`config.mk`:
```
export PLATFORM = sky130hd
export DESIGN_NAME = rgba8_alpha_blend_over_unit
export DESIGN_NICKNAME = d
export VERILOG_FILES = /design/src/hdl/rgbaover_pkg.sv /design/src/hdl/rgbaover_weight.sv /design/src/hdl/rgbaover_div_stage.sv /design/src/hdl/rgba8_alpha_blend_over_unit.sv
export SDC_FILE = /design/constraint.sdc
export NUM_CORES = 2
export LEC_CHECK = 0
export BUFFER_PORTS_ARGS = -buffer_cell sky130_fd_sc_hd__buf_2
export CAP_MARGIN = 20
export CORE_ASPECT_RATIO = 0.8
export CORE_MARGIN = 3
export CORE_UTILIZATION = 60
export CTS_CLUSTER_SIZE = 20
export DETAILED_ROUTE_END_ITERATION = 7
export GPL_TIMING_DRIVEN = 0
export PLACE_DENSITY_LB_ADDON = 0.25
export SYNTH_ARGS = -nofsm -noshare
export SYNTH_HDL_FRONTEND = slang
export SYNTH_SLANG_ARGS = --single-unit
```
`constraint.sdc`:
```
create_clock -name clk -period 45.1 [get_ports clk]
set_input_delay 6.765 -clock clk [delete_from_list [all_inputs] [get_ports clk]]
set_output_delay 6.765 -clock clk [all_outputs]
set_load 0.01 [all_outputs]
```
`src/hdl/rgbaover_pkg.sv`:
```
// ---------------------------------------------------------------------------
// rgbaover_pkg
// Shared types and constants for the RGBA8 over-compositing pipeline.
// ---------------------------------------------------------------------------
package rgbaover_pkg;

	localparam int PIX_W       = 8;
	localparam int NUM_CH      = 3;   // red, green, blue
	localparam int AL_W        = 16;  // total weight, at most 255*255
	localparam int NUM_W       = 24;  // blend numerator, below 256*al
	localparam int PROD_W      = 32;  // al times reciprocal of 255
	localparam int DIV_STEPS   = 2;   // quotient bits resolved per divider stage
	localparam int DIV_STAGES  = PIX_W / DIV_STEPS;

	localparam logic [PIX_W-1:0] ALPHA_OPAQUE = 8'd255;
	localparam logic [PIX_W-1:0] ALPHA_CLEAR  = 8'd0;

	// al/255 == (al * RECIP_255) >> RECIP_SHIFT, exact for any 16-bit al
	localparam logic [AL_W-1:0] RECIP_255   = 16'd32897;
	localparam int              RECIP_SHIFT = 23;

	localparam int CH_RED   = 0;
	localparam int CH_GREEN = 1;
	localparam int CH_BLUE  = 2;

	typedef struct packed {
		logic [PIX_W-1:0] red;
		logic [PIX_W-1:0] green;
		logic [PIX_W-1:0] blue;
		logic [PIX_W-1:0] alpha;
	} pixel_t;

	// per-stage control that travels with each request
	typedef struct packed {
		logic valid;
		logic bypass;
	} pipe_ctl_t;

	typedef logic [NUM_CH-1:0][NUM_W-1:0] num_vec_t;
	typedef logic [NUM_CH-1:0][PIX_W-1:0] col_vec_t;

endpackage

```
`src/hdl/rgbaover_weight.sv`:
```
// ---------------------------------------------------------------------------
// rgbaover_weight
// Three pipeline stages: alpha weights, channel products, blend numerators
// and the composited alpha product.
// ---------------------------------------------------------------------------
module rgbaover_weight import rgbaover_pkg::*; (
	input  logic                clk,
	input  logic                arst_n,
	input  logic                en,
	input  logic                in_valid,
	input  pixel_t              src,
	input  pixel_t              dst,
	output pipe_ctl_t           ctl_s3,
	output pixel_t              pass_s3,
	output num_vec_t            num_s3,
	output logic [AL_W-1:0]     al_s3,
	output logic [PROD_W-1:0]   alpha_prod_s3
);

	pipe_ctl_t              ctl_s1, ctl_s2;
	pixel_t                 pass_s1, pass_s2;
	col_vec_t               src_col_s1, dst_col_s1;
	logic [AL_W-1:0]        u_s1, v_s1, al_s2;
	num_vec_t               prod_s_s2, prod_d_s2;

	pipe_ctl_t              ctl_in;
	pixel_t                 pass_in;
	col_vec_t               src_col, dst_col;
	logic [PIX_W-1:0]       inv_a;
	logic [AL_W-1:0]        u_in, v_in;

	// stage 1 inputs: special cases and the two alpha weights
	always_comb begin
		ctl_in.valid  = in_valid;
		ctl_in.bypass = (src.alpha == ALPHA_OPAQUE) || (src.alpha == ALPHA_CLEAR) ||
		                (dst.alpha == ALPHA_CLEAR);
		pass_in       = (src.alpha == ALPHA_CLEAR) ? dst : src;
		inv_a         = ALPHA_OPAQUE - src.alpha;
		u_in          = {src.alpha, 8'h00} - {8'h00, src.alpha};
		v_in          = AL_W'(inv_a) * AL_W'(dst.alpha);
		src_col[CH_RED]   = src.red;
		src_col[CH_GREEN] = src.green;
		src_col[CH_BLUE]  = src.blue;
		dst_col[CH_RED]   = dst.red;
		dst_col[CH_GREEN] = dst.green;
		dst_col[CH_BLUE]  = dst.blue;
	end

	// control registers
	always_ff @(posedge clk or negedge arst_n) begin
		if (!arst_n) begin
			ctl_s1 <= '0;
			ctl_s2 <= '0;
			ctl_s3 <= '0;
		end else if (en) begin
			ctl_s1 <= ctl_in;
			ctl_s2 <= ctl_s1;
			ctl_s3 <= ctl_s2;
		end
	end

	// payload registers
	always_ff @(posedge clk) begin
		if (en) begin
			// stage 1
			pass_s1    <= pass_in;
			src_col_s1 <= src_col;
			dst_col_s1 <= dst_col;
			u_s1       <= u_in;
			v_s1       <= v_in;
			// stage 2: total weight and channel products
			pass_s2    <= pass_s1;
			al_s2      <= u_s1 + v_s1;
			for (int c = 0; c < NUM_CH; c++) begin
				prod_s_s2[c] <= NUM_W'(src_col_s1[c]) * NUM_W'(u_s1);
				prod_d_s2[c] <= NUM_W'(dst_col_s1[c]) * NUM_W'(v_s1);
			end
			// stage 3: numerators and alpha reciprocal product
			pass_s3       <= pass_s2;
			al_s3         <= al_s2;
			alpha_prod_s3 <= PROD_W'(al_s2) * PROD_W'(RECIP_255);
			for (int c = 0; c < NUM_CH; c++) begin
				num_s3[c] <= prod_s_s2[c] + prod_d_s2[c];
			end
		end
	end

	// a blended request always has a total weight of at least 255
	a_weight_floor: assert property (@(posedge clk) disable iff (!arst_n)
		ctl_s2.valid && !ctl_s2.bypass |-> al_s2 >= AL_W'(ALPHA_OPAQUE))
		else $error("blend weight below 255");

endmodule

```
`src/hdl/rgbaover_div_stage.sv`:
```
// ---------------------------------------------------------------------------
// rgbaover_div_stage
// One stage of the restoring divider: resolves two quotient bits of each
// colour channel and forwards the rest of the request.
// ---------------------------------------------------------------------------
module rgbaover_div_stage import rgbaover_pkg::*; (
	input  logic                clk,
	input  logic                arst_n,
	input  logic                en,
	input  pipe_ctl_t           ctl_in,
	input  pixel_t              pass_in,
	input  logic [AL_W-1:0]     al_in,
	input  logic [PIX_W-1:0]    alpha_in,
	input  num_vec_t            rem_in,
	input  col_vec_t            quo_in,
	output pipe_ctl_t           ctl_q,
	output pixel_t              pass_q,
	output logic [AL_W-1:0]     al_q,
	output logic [PIX_W-1:0]    alpha_q,
	output num_vec_t            rem_q,
	output col_vec_t            quo_q
);

	logic [NUM_W-1:0]   dvs;
	logic [NUM_W:0]     shifted;
	num_vec_t           rem_nxt;
	col_vec_t           quo_nxt;

	// shift-and-subtract against al scaled to the numerator's top byte
	always_comb begin
		dvs     = {al_in, 8'h00};
		rem_nxt = rem_in;
		quo_nxt = quo_in;
		shifted = '0;
		for (int c = 0; c < NUM_CH; c++) begin
			for (int k = 0; k < DIV_STEPS; k++) begin
				shifted = {rem_nxt[c], 1'b0};
				if (shifted >= {1'b0, dvs}) begin
					shifted    = shifted - {1'b0, dvs};
					quo_nxt[c] = {quo_nxt[c][PIX_W-2:0], 1'b1};
				end else begin
					quo_nxt[c] = {quo_nxt[c][PIX_W-2:0], 1'b0};
				end
				rem_nxt[c] = shifted[NUM_W-1:0];
			end
		end
	end

	// control register
	always_ff @(posedge clk or negedge arst_n) begin
		if (!arst_n) begin
			ctl_q <= '0;
		end else if (en) begin
			ctl_q <= ctl_in;
		end
	end

	// payload register
	always_ff @(posedge clk) begin
		if (en) begin
			pass_q  <= pass_in;
			al_q    <= al_in;
			alpha_q <= alpha_in;
			rem_q   <= rem_nxt;
			quo_q   <= quo_nxt;
		end
	end

	// partial remainder of a blended request stays below the scaled divisor
	a_rem_bound: assert property (@(posedge clk) disable iff (!arst_n)
		ctl_q.valid && !ctl_q.bypass |->
			rem_q[CH_RED] < {al_q, 8'h00} && rem_q[CH_GREEN] < {al_q, 8'h00} &&
			rem_q[CH_BLUE] < {al_q, 8'h00})
		else $error("divider remainder out of range");

endmodule

```
`src/hdl/rgba8_alpha_blend_over_unit.sv`:
```
// ---------------------------------------------------------------------------
// rgba8_alpha_blend_over_unit
// Porter-Duff over of a straight-alpha RGBA8 source pixel onto a
// straight-alpha RGBA8 destination pixel, fully pipelined.
// ---------------------------------------------------------------------------
//  channel  | handshake            | payload
//  ---------+----------------------+-------------------------------------------
//  input    | in_valid / in_ready  | src_red..src_alpha, dst_red..dst_alpha
//  output   | out_valid / out_ready| out_red, out_green, out_blue, out_alpha
//
// Three weight/product stages come first, then four divider stages
// of two quotient bits each; the last divider register is the output register.
// One request is accepted per cycle while the output is not stalled; the weight and divider stages set the latency.
// A stalled output freezes all stages together, so nothing is lost or repeated.
// Reset clears the stage control bits only; the payload registers are not reset.
// ---------------------------------------------------------------------------
module rgba8_alpha_blend_over_unit import rgbaover_pkg::*; (
	input  logic        clk,
	input  logic        arst_n,
	input  logic        in_valid,
	output logic        in_ready,
	input  logic [7:0]  src_red,
	input  logic [7:0]  src_green,
	input  logic [7:0]  src_blue,
	input  logic [7:0]  src_alpha,
	input  logic [7:0]  dst_red,
	input  logic [7:0]  dst_green,
	input  logic [7:0]  dst_blue,
	input  logic [7:0]  dst_alpha,
	output logic        out_valid,
	input  logic        out_ready,
	output logic [7:0]  out_red,
	output logic [7:0]  out_green,
	output logic [7:0]  out_blue,
	output logic [7:0]  out_alpha
);

	logic                   en;
	pixel_t                 src, dst;
	pipe_ctl_t              ctl_s3;
	pixel_t                 pass_s3;
	num_vec_t               num_s3;
	logic [AL_W-1:0]        al_s3;
	logic [PROD_W-1:0]      alpha_prod_s3;

	pipe_ctl_t              div_ctl   [DIV_STAGES+1];
	pixel_t                 div_pass  [DIV_STAGES+1];
	logic [AL_W-1:0]        div_al    [DIV_STAGES+1];
	logic [PIX_W-1:0]       div_alpha [DIV_STAGES+1];
	num_vec_t               div_rem   [DIV_STAGES+1];
	col_vec_t               div_quo   [DIV_STAGES+1];

	pipe_ctl_t              ctl_out;
	pixel_t                 pass_out;
	col_vec_t               quo_out;

	// whole pipe advances unless a finished request is held at the output
	assign en       = !out_valid || out_ready;
	assign in_ready = en;

	assign src = '{red: src_red, green: src_green, blue: src_blue, alpha: src_alpha};
	assign dst = '{red: dst_red, green: dst_green, blue: dst_blue, alpha: dst_alpha};

	// weights, products and numerators
	rgbaover_weight u_weight (
		.clk           (clk),
		.arst_n        (arst_n),
		.en            (en),
		.in_valid      (in_valid),
		.src           (src),
		.dst           (dst),
		.ctl_s3        (ctl_s3),
		.pass_s3       (pass_s3),
		.num_s3        (num_s3),
		.al_s3         (al_s3),
		.alpha_prod_s3 (alpha_prod_s3)
	);

	// divider chain head
	assign div_ctl[0]   = ctl_s3;
	assign div_pass[0]  = pass_s3;
	assign div_al[0]    = al_s3;
	assign div_alpha[0] = alpha_prod_s3[RECIP_SHIFT +: PIX_W];
	assign div_rem[0]   = num_s3;
	assign div_quo[0]   = '0;

	// divider stages
	for (genvar g = 0; g < DIV_STAGES; g++) begin : g_div
		rgbaover_div_stage u_div (
			.clk      (clk),
			.arst_n   (arst_n),
			.en       (en),
			.ctl_in   (div_ctl[g]),
			.pass_in  (div_pass[g]),
			.al_in    (div_al[g]),
			.alpha_in (div_alpha[g]),
			.rem_in   (div_rem[g]),
			.quo_in   (div_quo[g]),
			.ctl_q    (div_ctl[g+1]),
			.pass_q   (div_pass[g+1]),
			.al_q     (div_al[g+1]),
			.alpha_q  (div_alpha[g+1]),
			.rem_q    (div_rem[g+1]),
			.quo_q    (div_quo[g+1])
		);
	end

	// output select: passed-through pixel or blended result
	assign ctl_out   = div_ctl[DIV_STAGES];
	assign pass_out  = div_pass[DIV_STAGES];
	assign quo_out   = div_quo[DIV_STAGES];
	assign out_valid = ctl_out.valid;
	assign out_red   = ctl_out.bypass ? pass_out.red   : quo_out[CH_RED];
	assign out_green = ctl_out.bypass ? pass_out.green : quo_out[CH_GREEN];
	assign out_blue  = ctl_out.bypass ? pass_out.blue  : quo_out[CH_BLUE];
	assign out_alpha = ctl_out.bypass ? pass_out.alpha : div_alpha[DIV_STAGES];

	// a held output result blocks new requests
	a_stall_blocks: assert property (@(posedge clk) disable iff (!arst_n)
		out_valid && !out_ready |-> !in_ready)
		else $error("request accepted while output stalled");

	// an empty output stage never blocks the input
	a_empty_flows: assert property (@(posedge clk) disable iff (!arst_n)
		!out_valid |-> in_ready)
		else $error("input blocked with empty output");

	// a blended pixel never comes out fully transparent
	a_blend_alpha: assert property (@(posedge clk) disable iff (!arst_n)
		out_valid && !ctl_out.bypass |-> out_alpha != ALPHA_CLEAR)
		else $error("blended alpha is zero");

endmodule
```
# Yosys cells after proc, flatten, opt, wreduce, memory -nomap -nowiden
# Cells that the tools add are included.
dict set report totals {
  regBits 953
  ramBits 0
  rom_bits 0
  latch_bits 0
  n_memories 0
  input_bits 68
}
dict set report op_classes {
  n_mux 50
  reduce_logical 6
  n_eq_ne 1
  mul 8
  n_addsub 27
  n_shift 0
  n_lt_le_gt_ge 24
  div 0
  n_bitwise 0
}
# op count
set ops {}
lappend ops {{25-bit by 24-bit >= comparator with 1-bit output} 24}
lappend ops {{24-bit 2-to-1 mux} 21}
lappend ops {{24-bit subtractor} 21}
lappend ops {{8-bit by 16-bit multiplier with 24-bit output} 6}
lappend ops {{24-bit adder} 3}
lappend ops {{32-bit 2-to-1 mux} 1}
lappend ops {{8-bit 2-to-1 mux} 4}
lappend ops {{16-bit by 16-bit multiplier with 31-bit output (second input constant)} 1}
lappend ops {{1-bit 2-to-1 mux} 24}
lappend ops {{16-bit adder} 1}
lappend ops {{8-bit logical NOT} 2}
lappend ops {{8-bit by 8-bit multiplier with 16-bit output} 1}
lappend ops {{16-bit by 8-bit subtractor with 16-bit output} 1}
lappend ops {{8-bit == test (second input constant)} 1}
lappend ops {{8-bit subtractor (first input constant)} 1}
lappend ops {{1-bit logical OR} 3}
lappend ops {{1-bit logical NOT} 1}

# Logic depth before layout (Yosys ltp)
dict set report logic_depth {
  ltp_word 4
  mapped_depth 24
  ltp_nobuf 21
}

# By module
# A second synthesis with hierarchy kept.
dict set report unflattened {
  hier_cells 8245
  area_unflattened_um2 88199.6
}
# mod cells_per_inst area_each_um2 seq_area_each_um2 n_inst
set by_module_without_submodules {}
lappend by_module_without_submodules {rgbaover_weight 4456 46890.0 13633.1 1}
lappend by_module_without_submodules {{rgbaover_div_stage at g_div[2].u_div} 939 10352.4 4434.3 1}
lappend by_module_without_submodules {{rgbaover_div_stage at g_div[1].u_div} 954 10179.8 4434.3 1}
lappend by_module_without_submodules {{rgbaover_div_stage at g_div[3].u_div} 916 10146.0 4434.3 1}
lappend by_module_without_submodules {{rgbaover_div_stage at g_div[0].u_div} 942 10077.2 4434.3 1}
lappend by_module_without_submodules {rgba8_alpha_blend_over_unit 38 554.3 0.0 1}

# Worst setup path before layout
# No wires, ideal clock.
dict set report synth_path {
  path_type {input -> output}
  from {input port out_ready}
  to {output port in_ready}
  n_path_buf 1
  required_time_ps 38335
  cell_stages 3
  slack_ps 7466
  t_arrival_ps 30869
  path_cell_list {nor2b_1 inv_1 clkbuf_1}
}
dict set report synth_between {
  elab_chain_cells 1
}
# item line_no
set synth_rtl {}
lappend synth_rtl {{start: declaration} rgba8_alpha_blend_over_unit.sv:31} ;# input logic out_ready,
lappend synth_rtl {{1-bit logical OR} rgba8_alpha_blend_over_unit.sv:58} ;# assign en = !out_valid || out_ready;
lappend synth_rtl {{end: declaration} rgba8_alpha_blend_over_unit.sv:21} ;# output logic in_ready,
# No other way between the ends.

# Final worst setup path
# Ends and elaborated chain as after synthesis.

==> flow_summary.toml <==
[cells_and_area]
finalNetCount = 9070
area_growth_syn_to_layout_pct = 8.227
post-route-util = 0.6552
drive_gt1_frac = 0.08280

[synth]
ys_seq_area_frac = 0.3408
synth_area_leaders = "edfxtp_1 34%, fa_1 14%, ha_1 13%, and2_1 4.3%, inv_1 3.9%"
syn_inst = 7392
synth_commonest_cells = "880 x edfxtp_1, 834 x ha_1, 824 x inv_1, 565 x fa_1, 543 x and2_1"
synth_warnings = 0
synth-async-reset-ratio = 0.01566
ys_types = 92
synth_top_area_share = 0.3364
synth_area_sq_mm = 0.07856
syn-num-nets = 8859
synth_enable_flop_cells = 880
yosys_most_used_dff = "edfxtp_1"
synth_top_area_cell = "edfxtp_1"
syn_area_per_cell_sq_um = 10.63
synth_most_common_cell = "edfxtp_1"
ys_ff_latch = 894

[placed_design]
io_buffers = 101
gp_congestion = 0.9635
dpl_worst_slack_ns = 29.45
dpl.hpwl_um = 171300

[floorplanning]
initial_core_util = 0.6054
num_rows = 118
die_w_um = 410.6
die_h_um = 329.7
boundaryPins = 102
dieArea_sq_mm = 0.1353
coreArea_sq_mm = 0.1298

[route]
drt_iter0_drc = 5129
vias_per_cell = 6.027
via_count = 56803
drt-wirelength-per-cell_um = 22.92
dr.pass1.iters = 5
drcViolationCount = 0
wirelength_um = 216000
final_antenna_net_count = 0

[sta]
max_freq_mhz = 64.00
setup_viol = 0
setup-tns-final_ns = 0
finalCritPeriodShare = 0.3465
skew_ns = 0.06758
hold_viol = 0
timing.final.ws_setup_ns = 29.47
rsz0062_at_grt = "false"
period_minus_slack_ns = 15.63
tightest_slew_ns = 1.155
relSlewSlack = 0.2299
slew_viol_final = 0

[worst_hold_path]
min_delay_path_depth = 0
hp-class = "reg2reg"

[global_routing]
grt_pass1_vias = 55191
grt_max_degree = 75
overflow = 0
grt_pass1_wl_um = 327300
grt_usage = 0.3191
antenna_found_initial = 6

[worst_setup_path]
worstPathMaxFanout = 66
cp.arrival_ns = 8.86
rr_worst_depth = 22
critical_path_class = "in2out"
required_ns = 38.33
cp-start-kind = "input pin"
cp-end-kind = "output pin"

[clock_network]
cts_sinks = 894
cts_tree = "done"
post_cts_resize_count = 0
cts-htree-levels = 3
clk_pin_slew_ns = 0.07
holdBufCountCts = 0
max-clock-path-buffers = 3
numCtsBuffers = 92
root_buffer = "clkbuf_16"
clk_latency_ns = 0.76
cts_setup_buffers = 0

[outcome]
status = "finished clean"

[flow_run]
drv_cap = 0
==> worst max-delay path: stages <==
cell and delay, ns:
buf_2 0.07, nor2b_1 0.06, inv_1 0.18, clkbuf_4 0.76, buf_16 0.39, buf_16 0.33
buf_2 0.20
==> stage by stage <==
step	hold WS [ns]	area [sq um]	std cells
after CTS	0.3483	85020	9421
after detailed placement	0.4045	81630	9249
final	0.3596	85030	9424
after floorplan	0.4003	78560	7392
after global routing	0.3626	85020	9421
after global placement	0.4003	81250	9233
==> layout make-up <==
type	count	area (sq um)
Multi-Input combinational cell	5500	47990
Fill cell	9954	44750
Sequential cell	894	26780
Inverter	827	3107
Clock buffer	104	2357
Tap cell	1740	2177
Clock inverter	68	1030
Timing Repair Buffer	117	887.1
Buffer	171	693.2
Antenna cell	3	7.507
==> flip-flops by register name, indices dropped and copies added (netlist names) <==
name                    count
g_div.u_div.rem_q         180
u_weight.u_s1              16
g_div.u_div.quo_q          60
u_weight.pass_s2           32
u_weight.alpha_prod_s3     15
u_weight.dst_col_s1        24
g_div.u_div.pass_q        128
g_div.u_div.al_q           48
g_div.u_div.ctl_q           8
u_weight.al_s2             16
u_weight.v_s1              16
u_weight.prod_d_s2         72
u_weight.pass_s3           32
u_weight.ctl_s2             2
u_weight.prod_s_s2         72
g_div.u_div.alpha_q        32
u_weight.ctl_s1             2
u_weight.num_s3            72
u_weight.pass_s1           32
u_weight.src_col_s1        24
u_weight.al_s3              9
u_weight.ctl_s3             2
==> routing by layer <==
metal  vias up  share of wire  wire length, um  global-route usage
li1      26269              -                -                   -
met1     27826           0.41            89090              0.4363
met2      2260           0.44            95340              0.4887
met3       446          0.076            16410             0.04598
met4         2          0.070            15100              0.1879
met5         -       0.000060               13                   0
==> final timing paths <==
check / to / from / slack, ns
max: in_ready / out_ready / 29.47
min: u_weight.pass_s3[27] / u_weight.pass_s2[27] / 0.36
max reg2reg: g_div[1].u_div.rem_q[22] / g_div[0].u_div.al_q[1] / 37.48
min reg2reg: u_weight.pass_s3[27] / u_weight.pass_s2[27] / 0.36
max in group asynchronous: g_div[3].u_div.ctl_q[0] / arst_n / 38.93
min in group asynchronous: u_weight.ctl_s1[1] / arst_n / 5.93
==> cells in the final DEF, fill, tap and decap left out, types with 31 or more instances in the layout <==
| cell | n |
|---|---|
| nand2_1 | 541 |
| nand4_1 | 65 |
| xnor2_1 | 302 |
| a31oi_1 | 38 |
| and2_1 | 543 |
| buf_2 | 115 |
| or3_1 | 39 |
| inv_1 | 824 |
| nand3_1 | 104 |
| xor2_1 | 144 |
| o21ai_0 | 242 |
| a21oi_1 | 352 |
| edfxtp_1 | 880 |
| o21bai_1 | 39 |
| o211ai_1 | 31 |
| clkbuf_16 | 92 |
| clkbuf_1 | 154 |
| nor2_1 | 342 |
| mux2_2 | 266 |
| a21o_1 | 159 |
| nor2b_1 | 116 |
| o21a_1 | 62 |
| a21boi_0 | 34 |
| mux2i_1 | 35 |
| ha_1 | 834 |
| a211oi_1 | 42 |
| fa_1 | 565 |
| nand2b_1 | 77 |
| nor3_1 | 148 |
| and3_1 | 37 |
==> cell families after synthesis <==
family	Yosys count	synth area share
AOI/OAI and AO/OA	1231	0.1026
xor gates and xnor gates	446	0.04972
adders and majority gates	1399	0.2768
buffers and inverters	998	0.04830
DFF	894	0.3408
muxes	310	0.04426
and+or+nand+nor	2114	0.1375
Power is left out: the tool's default activity adds up to more than one toggle a clock period on the data nets, which glitch-free logic cannot reach.
